==> src/rtl/ptick_pkg.sv <==
// ----------------------------------------------------------------------------
// ptick_pkg
// Shared widths, opcodes and register indexes of the periodic ticker.
// ----------------------------------------------------------------------------
package ptick_pkg;

   localparam int TIME_W     = 63;             // time fields on the ports
   localparam int WORD_W     = 64;             // internal two's complement time
   localparam int OP_W       = 3;
   localparam int REQ_DATA_W = 128;
   localparam int REQ_USER_W = 4;
   localparam int RSP_DATA_W = 136;
   localparam int CSR_IDX_W  = 1;
   localparam int DIV_STEPS  = WORD_W;         // one quotient bit per step
   localparam int CNT_W      = $clog2(DIV_STEPS);

   localparam logic [OP_W-1:0] OP_CHECK   = 3'd0;
   localparam logic [OP_W-1:0] OP_ON      = 3'd1;
   localparam logic [OP_W-1:0] OP_OFF     = 3'd2;
   localparam logic [OP_W-1:0] OP_RESTART = 3'd3;
   localparam logic [OP_W-1:0] OP_RESYNC  = 3'd4;

   localparam logic [CSR_IDX_W-1:0] REG_PERIOD = 1'b0;
   localparam logic [CSR_IDX_W-1:0] REG_LEAD   = 1'b1;

   localparam logic [TIME_W-1:0] PERIOD_RESET = 63'd75000000000;
   localparam logic [TIME_W-1:0] LEAD_RESET   = 63'd0;

endpackage

==> src/rtl/periodic_tick_with_prewarning.sv <==
// ----------------------------------------------------------------------------
// periodic_tick_with_prewarning
// Free-running tick with one pre-warning per period on absolute ns time.
// ----------------------------------------------------------------------------
//
//  channel | direction | handshake              | payload
//  --------+-----------+------------------------+------------------------------
//  req     | in        | req_tvalid/req_tready  | tdata: now, tick_offset
//          |           |                        | tuser: opcode, has_offset
//  rsp     | out       | rsp_tvalid/rsp_tready  | tdata: flags, deadline, ttt,
//          |           |                        |        ticker_on
//  csr     | in        | csr_valid/csr_ready    | csr_index, csr_data
//
//  A request runs through the 64 restoring divider steps and through
//  further sequencer steps on the one shared 65-bit add/subtract/compare
//  unit. req_tready is high only in idle.
//  A finished response sits in the output register; the next request is
//  taken meanwhile and only its final step waits for rsp_tready.
//  Reset is synchronous: origins, enable and registers return to defaults.
//
module periodic_tick_with_prewarning (
   input  logic                                  clock,
   input  logic                                  reset,
   input  logic                                  req_tvalid,
   output logic                                  req_tready,
   // [62:0] now, [125:63] tick_offset, [127:126] zero
   input  logic [ptick_pkg::REQ_DATA_W-1:0]      req_tdata,
   // [2:0] opcode, [3] has_offset
   input  logic [ptick_pkg::REQ_USER_W-1:0]      req_tuser,
   output logic                                  rsp_tvalid,
   input  logic                                  rsp_tready,
   // [0] tick_fired, [1] prewarn_fired, [64:2] next_deadline,
   // [127:65] time_to_tick, [128] ticker_on, [135:129] zero
   output logic [ptick_pkg::RSP_DATA_W-1:0]      rsp_tdata,
   input  logic                                  csr_valid,
   output logic                                  csr_ready,
   input  logic [ptick_pkg::CSR_IDX_W-1:0]       csr_index,
   input  logic [ptick_pkg::TIME_W-1:0]          csr_data
);
   import ptick_pkg::*;

   typedef enum logic [4:0] {
      S_IDLE, S_ON_A, S_ON_B, S_ON_C, S_ON_D, S_ON_E, S_RS_A, S_RS_B,
      S_DIFF, S_ABS, S_DIV, S_RNEG, S_TTT, S_WA,
      S_CK_A, S_CK_B, S_CK_T, S_CK_W1, S_CK_W2, S_CK_W3,
      S_DL_A, S_DL_B, S_DL_C, S_DL_D, S_EMIT
   } state_type;

   state_type           state_ff, state_in;
   logic [TIME_W-1:0]   period_ff, period_in;
   logic [TIME_W-1:0]   lead_ff, lead_in;
   logic [WORD_W-1:0]   origin_ff, origin_in;
   logic [WORD_W-1:0]   warned_org_ff, warned_org_in;
   logic                en_ff, en_in;
   logic [OP_W-1:0]     op_ff, op_in;
   logic [WORD_W-1:0]   now_ff, now_in;
   logic                has_off_ff, has_off_in;
   logic [WORD_W-1:0]   off_ff, off_in;
   logic [WORD_W-1:0]   acc_ff, acc_in;
   logic [WORD_W-1:0]   tmp_ff, tmp_in;
   logic [WORD_W-1:0]   rem_ff, rem_in;
   logic [WORD_W-1:0]   dvd_ff, dvd_in;
   logic [CNT_W-1:0]    cnt_ff, cnt_in;
   logic                neg_ff, neg_in;
   logic                wa_ff, wa_in;
   logic                fired_ff, fired_in;
   logic                warned_ff, warned_in;
   logic [TIME_W-1:0]   ttt_ff, ttt_in;
   logic                rsp_valid_ff, rsp_valid_in;
   logic [RSP_DATA_W-1:0] rsp_data_ff, rsp_data_in;

   // shared add/subtract/compare unit, operands extended to 65 bits
   logic [WORD_W-1:0]   alu_a, alu_b;
   logic                alu_sub, alu_sgn;
   logic [WORD_W:0]     alu_ax, alu_bx, alu_res;

   logic [WORD_W-1:0]   p_ext, lead_ext, shifted;
   logic [TIME_W-1:0]   dl_out;

   assign p_ext    = (period_ff == '0) ? WORD_W'(1) : {1'b0, period_ff};
   assign lead_ext = {1'b0, lead_ff};
   assign shifted  = {rem_ff[WORD_W-2:0], dvd_ff[WORD_W-1]};

   assign alu_ax  = {alu_sgn & alu_a[WORD_W-1], alu_a};
   assign alu_bx  = {alu_sgn & alu_b[WORD_W-1], alu_b};
   assign alu_res = alu_sub ? (alu_ax - alu_bx) : (alu_ax + alu_bx);

   assign dl_out = tmp_ff[WORD_W-1] ? '0 : tmp_ff[TIME_W-1:0];

   assign req_tready = (state_ff == S_IDLE);
   assign csr_ready  = 1'b1;
   assign rsp_tvalid = rsp_valid_ff;
   assign rsp_tdata  = rsp_data_ff;

   always_comb begin
      state_in      = state_ff;
      period_in     = period_ff;
      lead_in       = lead_ff;
      origin_in     = origin_ff;
      warned_org_in = warned_org_ff;
      en_in         = en_ff;
      op_in         = op_ff;
      now_in        = now_ff;
      has_off_in    = has_off_ff;
      off_in        = off_ff;
      acc_in        = acc_ff;
      tmp_in        = tmp_ff;
      rem_in        = rem_ff;
      dvd_in        = dvd_ff;
      cnt_in        = cnt_ff;
      neg_in        = neg_ff;
      wa_in         = wa_ff;
      fired_in      = fired_ff;
      warned_in     = warned_ff;
      ttt_in        = ttt_ff;
      rsp_valid_in  = rsp_valid_ff;
      rsp_data_in   = rsp_data_ff;
      alu_a         = '0;
      alu_b         = '0;
      alu_sub       = 1'b0;
      alu_sgn       = 1'b0;

      if (csr_valid) begin
         case (csr_index)
            REG_PERIOD: period_in = csr_data;
            REG_LEAD:   lead_in   = csr_data;
            default:    period_in = period_ff;
         endcase
      end

      if (rsp_valid_ff && rsp_tready) begin
         rsp_valid_in = 1'b0;
      end

      case (state_ff)
         S_IDLE: begin
            if (req_tvalid) begin
               op_in      = req_tuser[OP_W-1:0];
               now_in     = {1'b0, req_tdata[TIME_W-1:0]};
               has_off_in = req_tuser[OP_W];
               off_in     = {1'b0, req_tdata[2*TIME_W-1:TIME_W]};
               fired_in   = 1'b0;
               warned_in  = 1'b0;
               case (req_tuser[OP_W-1:0])
                  OP_ON: begin
                     en_in    = 1'b1;
                     state_in = S_ON_A;
                  end
                  OP_OFF: begin
                     en_in    = 1'b0;
                     state_in = S_DIFF;
                  end
                  OP_RESTART: begin
                     origin_in     = {1'b0, req_tdata[TIME_W-1:0]};
                     warned_org_in = '0;
                     state_in      = S_DIFF;
                  end
                  OP_RESYNC: state_in = S_RS_A;
                  default:   state_in = S_DIFF;
               endcase
            end
         end
         // ticker on: origin from the offset, or now if it was zero, then mark the warning done if already due
         S_ON_A: begin
            if (has_off_ff) begin
               alu_a    = now_ff;
               alu_b    = p_ext;
               alu_sub  = 1'b1;
               acc_in   = alu_res[WORD_W-1:0];
               state_in = S_ON_B;
            end else begin
               if (origin_ff == '0) begin
                  origin_in = now_ff;
               end
               state_in = S_ON_C;
            end
         end
         S_ON_B: begin
            alu_a     = acc_ff;
            alu_b     = off_ff;
            origin_in = alu_res[WORD_W-1:0];
            state_in  = S_ON_C;
         end
         S_ON_C: begin
            alu_a    = origin_ff;
            alu_b    = p_ext;
            tmp_in   = alu_res[WORD_W-1:0];
            state_in = S_ON_D;
         end
         S_ON_D: begin
            alu_a    = tmp_ff;
            alu_b    = lead_ext;
            alu_sub  = 1'b1;
            tmp_in   = alu_res[WORD_W-1:0];
            state_in = S_ON_E;
         end
         S_ON_E: begin
            alu_a   = now_ff;
            alu_b   = tmp_ff;
            alu_sub = 1'b1;
            alu_sgn = 1'b1;
            if (!alu_res[WORD_W]) begin
               warned_org_in = origin_ff;
            end
            state_in = S_DIFF;
         end
         // pretick resync
         S_RS_A: begin
            alu_a    = now_ff;
            alu_b    = lead_ext;
            alu_sub  = 1'b1;
            acc_in   = alu_res[WORD_W-1:0];
            state_in = S_RS_B;
         end
         S_RS_B: begin
            alu_a         = acc_ff;
            alu_b         = origin_ff;
            alu_sub       = 1'b1;
            alu_sgn       = 1'b1;
            warned_org_in = alu_res[WORD_W] ? origin_ff : '0;
            state_in      = S_DIFF;
         end
         // signed remainder of (now - origin) by the period
         S_DIFF: begin
            alu_a    = now_ff;
            alu_b    = origin_ff;
            alu_sub  = 1'b1;
            acc_in   = alu_res[WORD_W-1:0];
            neg_in   = alu_res[WORD_W-1];
            state_in = S_ABS;
         end
         S_ABS: begin
            alu_b    = acc_ff;
            alu_sub  = 1'b1;
            dvd_in   = neg_ff ? alu_res[WORD_W-1:0] : acc_ff;
            rem_in   = '0;
            cnt_in   = '0;
            state_in = S_DIV;
         end
         S_DIV: begin
            alu_a   = shifted;
            alu_b   = p_ext;
            alu_sub = 1'b1;
            rem_in  = alu_res[WORD_W] ? shifted : alu_res[WORD_W-1:0];
            dvd_in  = {dvd_ff[WORD_W-2:0], 1'b0};
            cnt_in  = cnt_ff + CNT_W'(1);
            if (cnt_ff == CNT_W'(DIV_STEPS - 1)) begin
               state_in = S_RNEG;
            end
         end
         S_RNEG: begin
            alu_b    = rem_ff;
            alu_sub  = 1'b1;
            acc_in   = neg_ff ? alu_res[WORD_W-1:0] : rem_ff;
            state_in = S_TTT;
         end
         S_TTT: begin
            // |r| < period, so a negative sum only needs bit 63 for saturation
            alu_a    = p_ext;
            alu_b    = rem_ff;
            alu_sub  = !neg_ff;
            ttt_in   = (neg_ff && alu_res[WORD_W-1]) ? '1 : alu_res[TIME_W-1:0];
            state_in = S_WA;
         end
         S_WA: begin
            alu_a    = lead_ext;
            alu_b    = p_ext;
            alu_sub  = 1'b1;
            wa_in    = alu_res[WORD_W] & en_ff;
            state_in = (op_ff == OP_CHECK) ? S_CK_A : S_DL_A;
         end
         // check: tick, else maybe the pre-warning
         S_CK_A: begin
            alu_a    = origin_ff;
            alu_b    = p_ext;
            tmp_in   = alu_res[WORD_W-1:0];
            state_in = S_CK_B;
         end
         S_CK_B: begin
            alu_a   = now_ff;
            alu_b   = tmp_ff;
            alu_sub = 1'b1;
            alu_sgn = 1'b1;
            if (!alu_res[WORD_W]) begin
               fired_in = en_ff;
               state_in = S_CK_T;
            end else if (wa_ff) begin
               state_in = S_CK_W1;
            end else begin
               state_in = S_DL_A;
            end
         end
         S_CK_T: begin
            alu_a     = now_ff;
            alu_b     = acc_ff;
            alu_sub   = 1'b1;
            origin_in = alu_res[WORD_W-1:0];
            state_in  = S_DL_A;
         end
         S_CK_W1: begin
            alu_a    = tmp_ff;
            alu_b    = lead_ext;
            alu_sub  = 1'b1;
            tmp_in   = alu_res[WORD_W-1:0];
            state_in = S_CK_W2;
         end
         S_CK_W2: begin
            alu_a    = now_ff;
            alu_b    = tmp_ff;
            alu_sub  = 1'b1;
            alu_sgn  = 1'b1;
            state_in = alu_res[WORD_W] ? S_DL_A : S_CK_W3;
         end
         S_CK_W3: begin
            alu_a   = warned_org_ff;
            alu_b   = origin_ff;
            alu_sub = 1'b1;
            alu_sgn = 1'b1;
            if (alu_res[WORD_W]) begin
               warned_in     = 1'b1;
               warned_org_in = origin_ff;
            end
            state_in = S_DL_A;
         end
         // next wake-up deadline
         S_DL_A: begin
            alu_a    = origin_ff;
            alu_b    = p_ext;
            tmp_in   = alu_res[WORD_W-1:0];
            state_in = S_DL_B;
         end
         S_DL_B: begin
            alu_a    = tmp_ff;
            alu_b    = now_ff;
            alu_sub  = 1'b1;
            acc_in   = alu_res[WORD_W-1:0];
            state_in = S_DL_C;
         end
         S_DL_C: begin
            alu_a    = lead_ext;
            alu_b    = acc_ff;
            alu_sub  = 1'b1;
            alu_sgn  = 1'b1;
            state_in = (alu_res[WORD_W] && wa_ff) ? S_DL_D : S_EMIT;
         end
         S_DL_D: begin
            alu_a    = tmp_ff;
            alu_b    = lead_ext;
            alu_sub  = 1'b1;
            tmp_in   = alu_res[WORD_W-1:0];
            state_in = S_EMIT;
         end
         S_EMIT: begin
            if (!rsp_valid_ff || rsp_tready) begin
               rsp_valid_in = 1'b1;
               rsp_data_in  = {7'b0, en_ff, ttt_ff, dl_out, warned_ff, fired_ff};
               state_in     = S_IDLE;
            end
         end
         default: state_in = S_IDLE;
      endcase
   end

   always_ff @(posedge clock) begin
      op_ff       <= op_in;
      now_ff      <= now_in;
      has_off_ff  <= has_off_in;
      off_ff      <= off_in;
      acc_ff      <= acc_in;
      tmp_ff      <= tmp_in;
      rem_ff      <= rem_in;
      dvd_ff      <= dvd_in;
      cnt_ff      <= cnt_in;
      neg_ff      <= neg_in;
      wa_ff       <= wa_in;
      fired_ff    <= fired_in;
      warned_ff   <= warned_in;
      ttt_ff      <= ttt_in;
      rsp_data_ff <= rsp_data_in;
      if (reset) begin
         state_ff      <= S_IDLE;
         period_ff     <= PERIOD_RESET;
         lead_ff       <= LEAD_RESET;
         origin_ff     <= '0;
         warned_org_ff <= '0;
         en_ff         <= 1'b0;
         rsp_valid_ff  <= 1'b0;
      end else begin
         state_ff      <= state_in;
         period_ff     <= period_in;
         lead_ff       <= lead_in;
         origin_ff     <= origin_in;
         warned_org_ff <= warned_org_in;
         en_ff         <= en_in;
         rsp_valid_ff  <= rsp_valid_in;
      end
   end

endmodule

==> config.mk <==
export PLATFORM = sky130hd
export DESIGN_NAME = periodic_tick_with_prewarning
export DESIGN_NICKNAME = d
export VERILOG_FILES = /design/src/rtl/ptick_pkg.sv /design/src/rtl/periodic_tick_with_prewarning.sv
export SDC_FILE = /design/constraint.sdc
export NUM_CORES = 2
export LEC_CHECK = 0
export BUFFER_PORTS_ARGS = -buffer_cell sky130_fd_sc_hd__buf_2
export CAP_MARGIN = 20
export CORE_UTILIZATION = 35
export CTS_CLUSTER_DIAMETER = 50
export DETAILED_ROUTE_END_ITERATION = 6
export PLACE_DENSITY = 0.57
export SYNTH_ARGS = -nofsm -noshare
export SYNTH_HDL_FRONTEND = slang
export SYNTH_SLANG_ARGS = --single-unit
==> constraint.sdc <==
create_clock -name clock -period 13.7 [get_ports clock]
set_input_delay 1.37 -clock clock [delete_from_list [all_inputs] [get_ports clock]]
set_output_delay 1.37 -clock clock [all_outputs]
set_load 0.005 [all_outputs]
==> metrics.md <==
| Metric | Value |
|---|---|
| First-pass GRT wire length | `268 mm` |
| DR WL/cell | `29.7 um` |
| Commonest cells post-synth | `nand2_1, edfxtp_1, a21oi_1, dfxtp_1, clkbuf_1` |
| Area leader, netlist | `edfxtp_1` |
| Die area | `125000 um2` |
| Total gr overflow | `0` |
| # resized after CTS | `0` |
| H-tree levels | `3` |
| Hold Fails Final Rpt | `0` |
| GR Util All Layers | `29.2%` |
| Final RePlAce weighted congestion | `1.01` |
| Synthesized area | `43400 um2` |
| Num CTS Buffers | `113` |
| Nets | `4894` |
| Final Max Tran Viols | `0` |
| Met3 Track Usage GR | `6.44%` |
| Routed WL | `189 mm` |
| Reg2reg path depth | `32` |
| Hold Path Origin | `ttt_ff[12]` |
| Async S/R FF share, synth | `0%` |
| Largest net degree at the start of global routing | `82` |
| # port buffers | `329` |
| Clock transition at path regs | `60 ps` |
| Syn-to-layout area delta | `16.9%` |
| CP max stage cell | `dfxtp_1` |
| Final worst slack | `2860 ps` |
| Final core utilization | `41.4%` |
| Synthesized instance count | `4400` |
| Post-Syn Area per Cell | `9.86 um2` |
| Layout cells sized above 1 | `14.6%` |
| Multi-input gate area | `19200 um2` |
| Setup Viol. Count Final | `0` |
| Fin crit share | `79.1%` |
| Hold depth | `0` |
| Crit-path most repeated cell | `buf_4` |
| Initial Util | `35.5%` |
| Drt via density | `6.23` |
| Deepest clock path buffer count | `3` |
| Worst-path fanout max | `30` |
| Failing checks | `design-rule violations` |
| Die Span Y | `354 um` |
| Critical path class | `register to register` |
| Grt peak-use layer | `met2` |
| Remaining routing DRC violations | `9` |
| Vias in the first global route | `37.2k` |
| CP arrival | `11290 ps` |
| Clock sink count | `849` |
| Synth warnings | `0` |
| CTS tree | `yes` |
| CP max stage delay | `710 ps` |
| Top cell type's share of synthesized area | `40.7%` |
| DR vias | `39.6k` |
| Place WS | `3050 ps` |
| Number of max-cap violations | `0` |
| Area contributors post-synth | `edfxtp_1, dfxtp_1, nand2_1` |
| RR Startpoint | `state_ff[3]` |
| 1st-iter DRT viols | `5705` |
| Worst slew margin | `18.9%` |
| Post-synth cell types | `89` |
| Data required, critical path | `14150 ps` |
| RSZ-0062 raised after global routing | `no` |
| Startpoint types | `register` |
| Seq/Total Area, Yosys | `52.8%` |
| Cts-stage hold buffer count | `0` |
| Core area | `122000 um2` |
| FILL cells | `12.1k` |
| Least-Margin Pin Slew | `1220 ps` |
| Top-count cell post-synth | `nand2_1` |
| FP Rows | `128` |
| Setup TNS | `0 ps` |
| Synth Flop Type | `edfxtp_1` |
| Status | `finished with violations` |
| Crit path from | `state_ff[3]` |
| Post-layout min period | `10840 ps` |
| Worst hold-check path type | `register to register` |
| Dpl hpwl | `129 mm` |
| M2 GR Usage | `43.8%` |
| #FFs+latches synth | `849` |
| Number of flops mapped to enable cells by yosys | `588` |
| CTS root buffer | `clkbuf_16` |
| IO Count | `340` |
| Die width | `354 um` |
| Fmax | `92.3 MHz` |
| Post-CTS Setup Inserts | `0` |
| Register Area | `22900 um2` |
| Initial antenna violation count | `17` |
| Router iterations before antenna repair | `7` |
| Clk_lat worst skew | `770 ps` |
| Skew final | `49.7 ps` |
| Global-route track usage on met1 | `40.4%` |
| CP endpoint kind | `register` |
| Post-DRT Antenna Nets | `0` |
-- layout make-up --
type                       count  share of cell area, %
antenna                        5                 0.0247
clock buffer                 148                   6.08
clock inverter                67                   1.46
inverter                      75                  0.565
multi-input combinational   3155                   37.9
sequential                   849                   45.1
tap                         1625                   4.01
timing repair buffer         432                   4.83
-- routing by layer --
layer | up-vias | wire, um
li1 | 17100 | -
met1 | 19500 | 78400
met2 | 2568 | 82100
met3 | 451 | 20300
met4 | 18 | 7930
met5 | - | 109
-- worst paths after layout --
check / end / slack (ps)
worst max-delay path: ttt_ff[38] / 2860
worst min-delay path: rsp_tdata[77] / 420
worst max register to register: ttt_ff[38] / 2860
worst min register to register: rsp_tdata[77] / 420
-- through the flow --
step | std cells | area, um2 | hold slack (ps)
2_1_floorplan | 4406 | 43400 | 400
3_3_place_gp | 6132 | 46800 | 403
3_5_place_dp | 6132 | 46800 | 405
4_1_cts | 6347 | 50600 | 417
5_1_grt | 6354 | 50700 | 419
6_report | 6356 | 50700 | 417
-- worst max-delay path: cells and delay by family, from the launching register on --
kind                       cells  cell delay, ps
DFF                            1             710
adders and majority gates      2             690
buffers and inverters          5            1510
AOI/OAI and AO/OA             10            2870
and+or+nand+nor               13            4410
xor gates and xnor gates       2             270
-- flip-flops by register name (all words and copies together) (netlist names), 64 cells and up --
register       flops
dvd_ff            64
rem_ff            64
acc_ff            64
origin_ff         64
tmp_ff            64
warned_org_ff     64
rsp_tdata        129
-- cell families (layout without fill, tap and decap cells) --
family / after synthesis / in the layout / share of synthesized area (%)
DFF: 849 / 849 / 52.8
xor gates and xnor gates: 125 / 125 / 2.52
muxes: 51 / 51 / 1.18
buffers and inverters: 402 / 722 / 3.82
other: 2 / 13 / 0.0173
and+or+nand+nor: 1612 / 1612 / 17.0
AOI/OAI and AO/OA: 1292 / 1292 / 20.8
adders and majority gates: 67 / 67 / 1.95
-- placed cells by master, fill, tap and decap left out, types with 32 or more instances in the layout --
master	n
a211oi_1	32
a21o_1	41
a21oi_1	355
a221o_1	83
a221oi_1	72
a222oi_1	121
a22o_1	73
a22oi_1	131
and3_1	35
buf_2	328
buf_4	99
clkbuf_16	116
dfxtp_1	261
edfxtp_1	588
ha_1	66
inv_1	72
mux2i_1	50
nand2_1	843
nand2b_1	50
nand3_1	129
nand4_1	43
nor2_1	210
nor2b_1	79
nor3_1	58
nor4_1	34
o21ai_0	224
xnor2_1	75
xor2_1	48
Power is left out: the tool's default activity adds up to more than one toggle a clock period on the data nets, which glitch-free logic cannot reach.
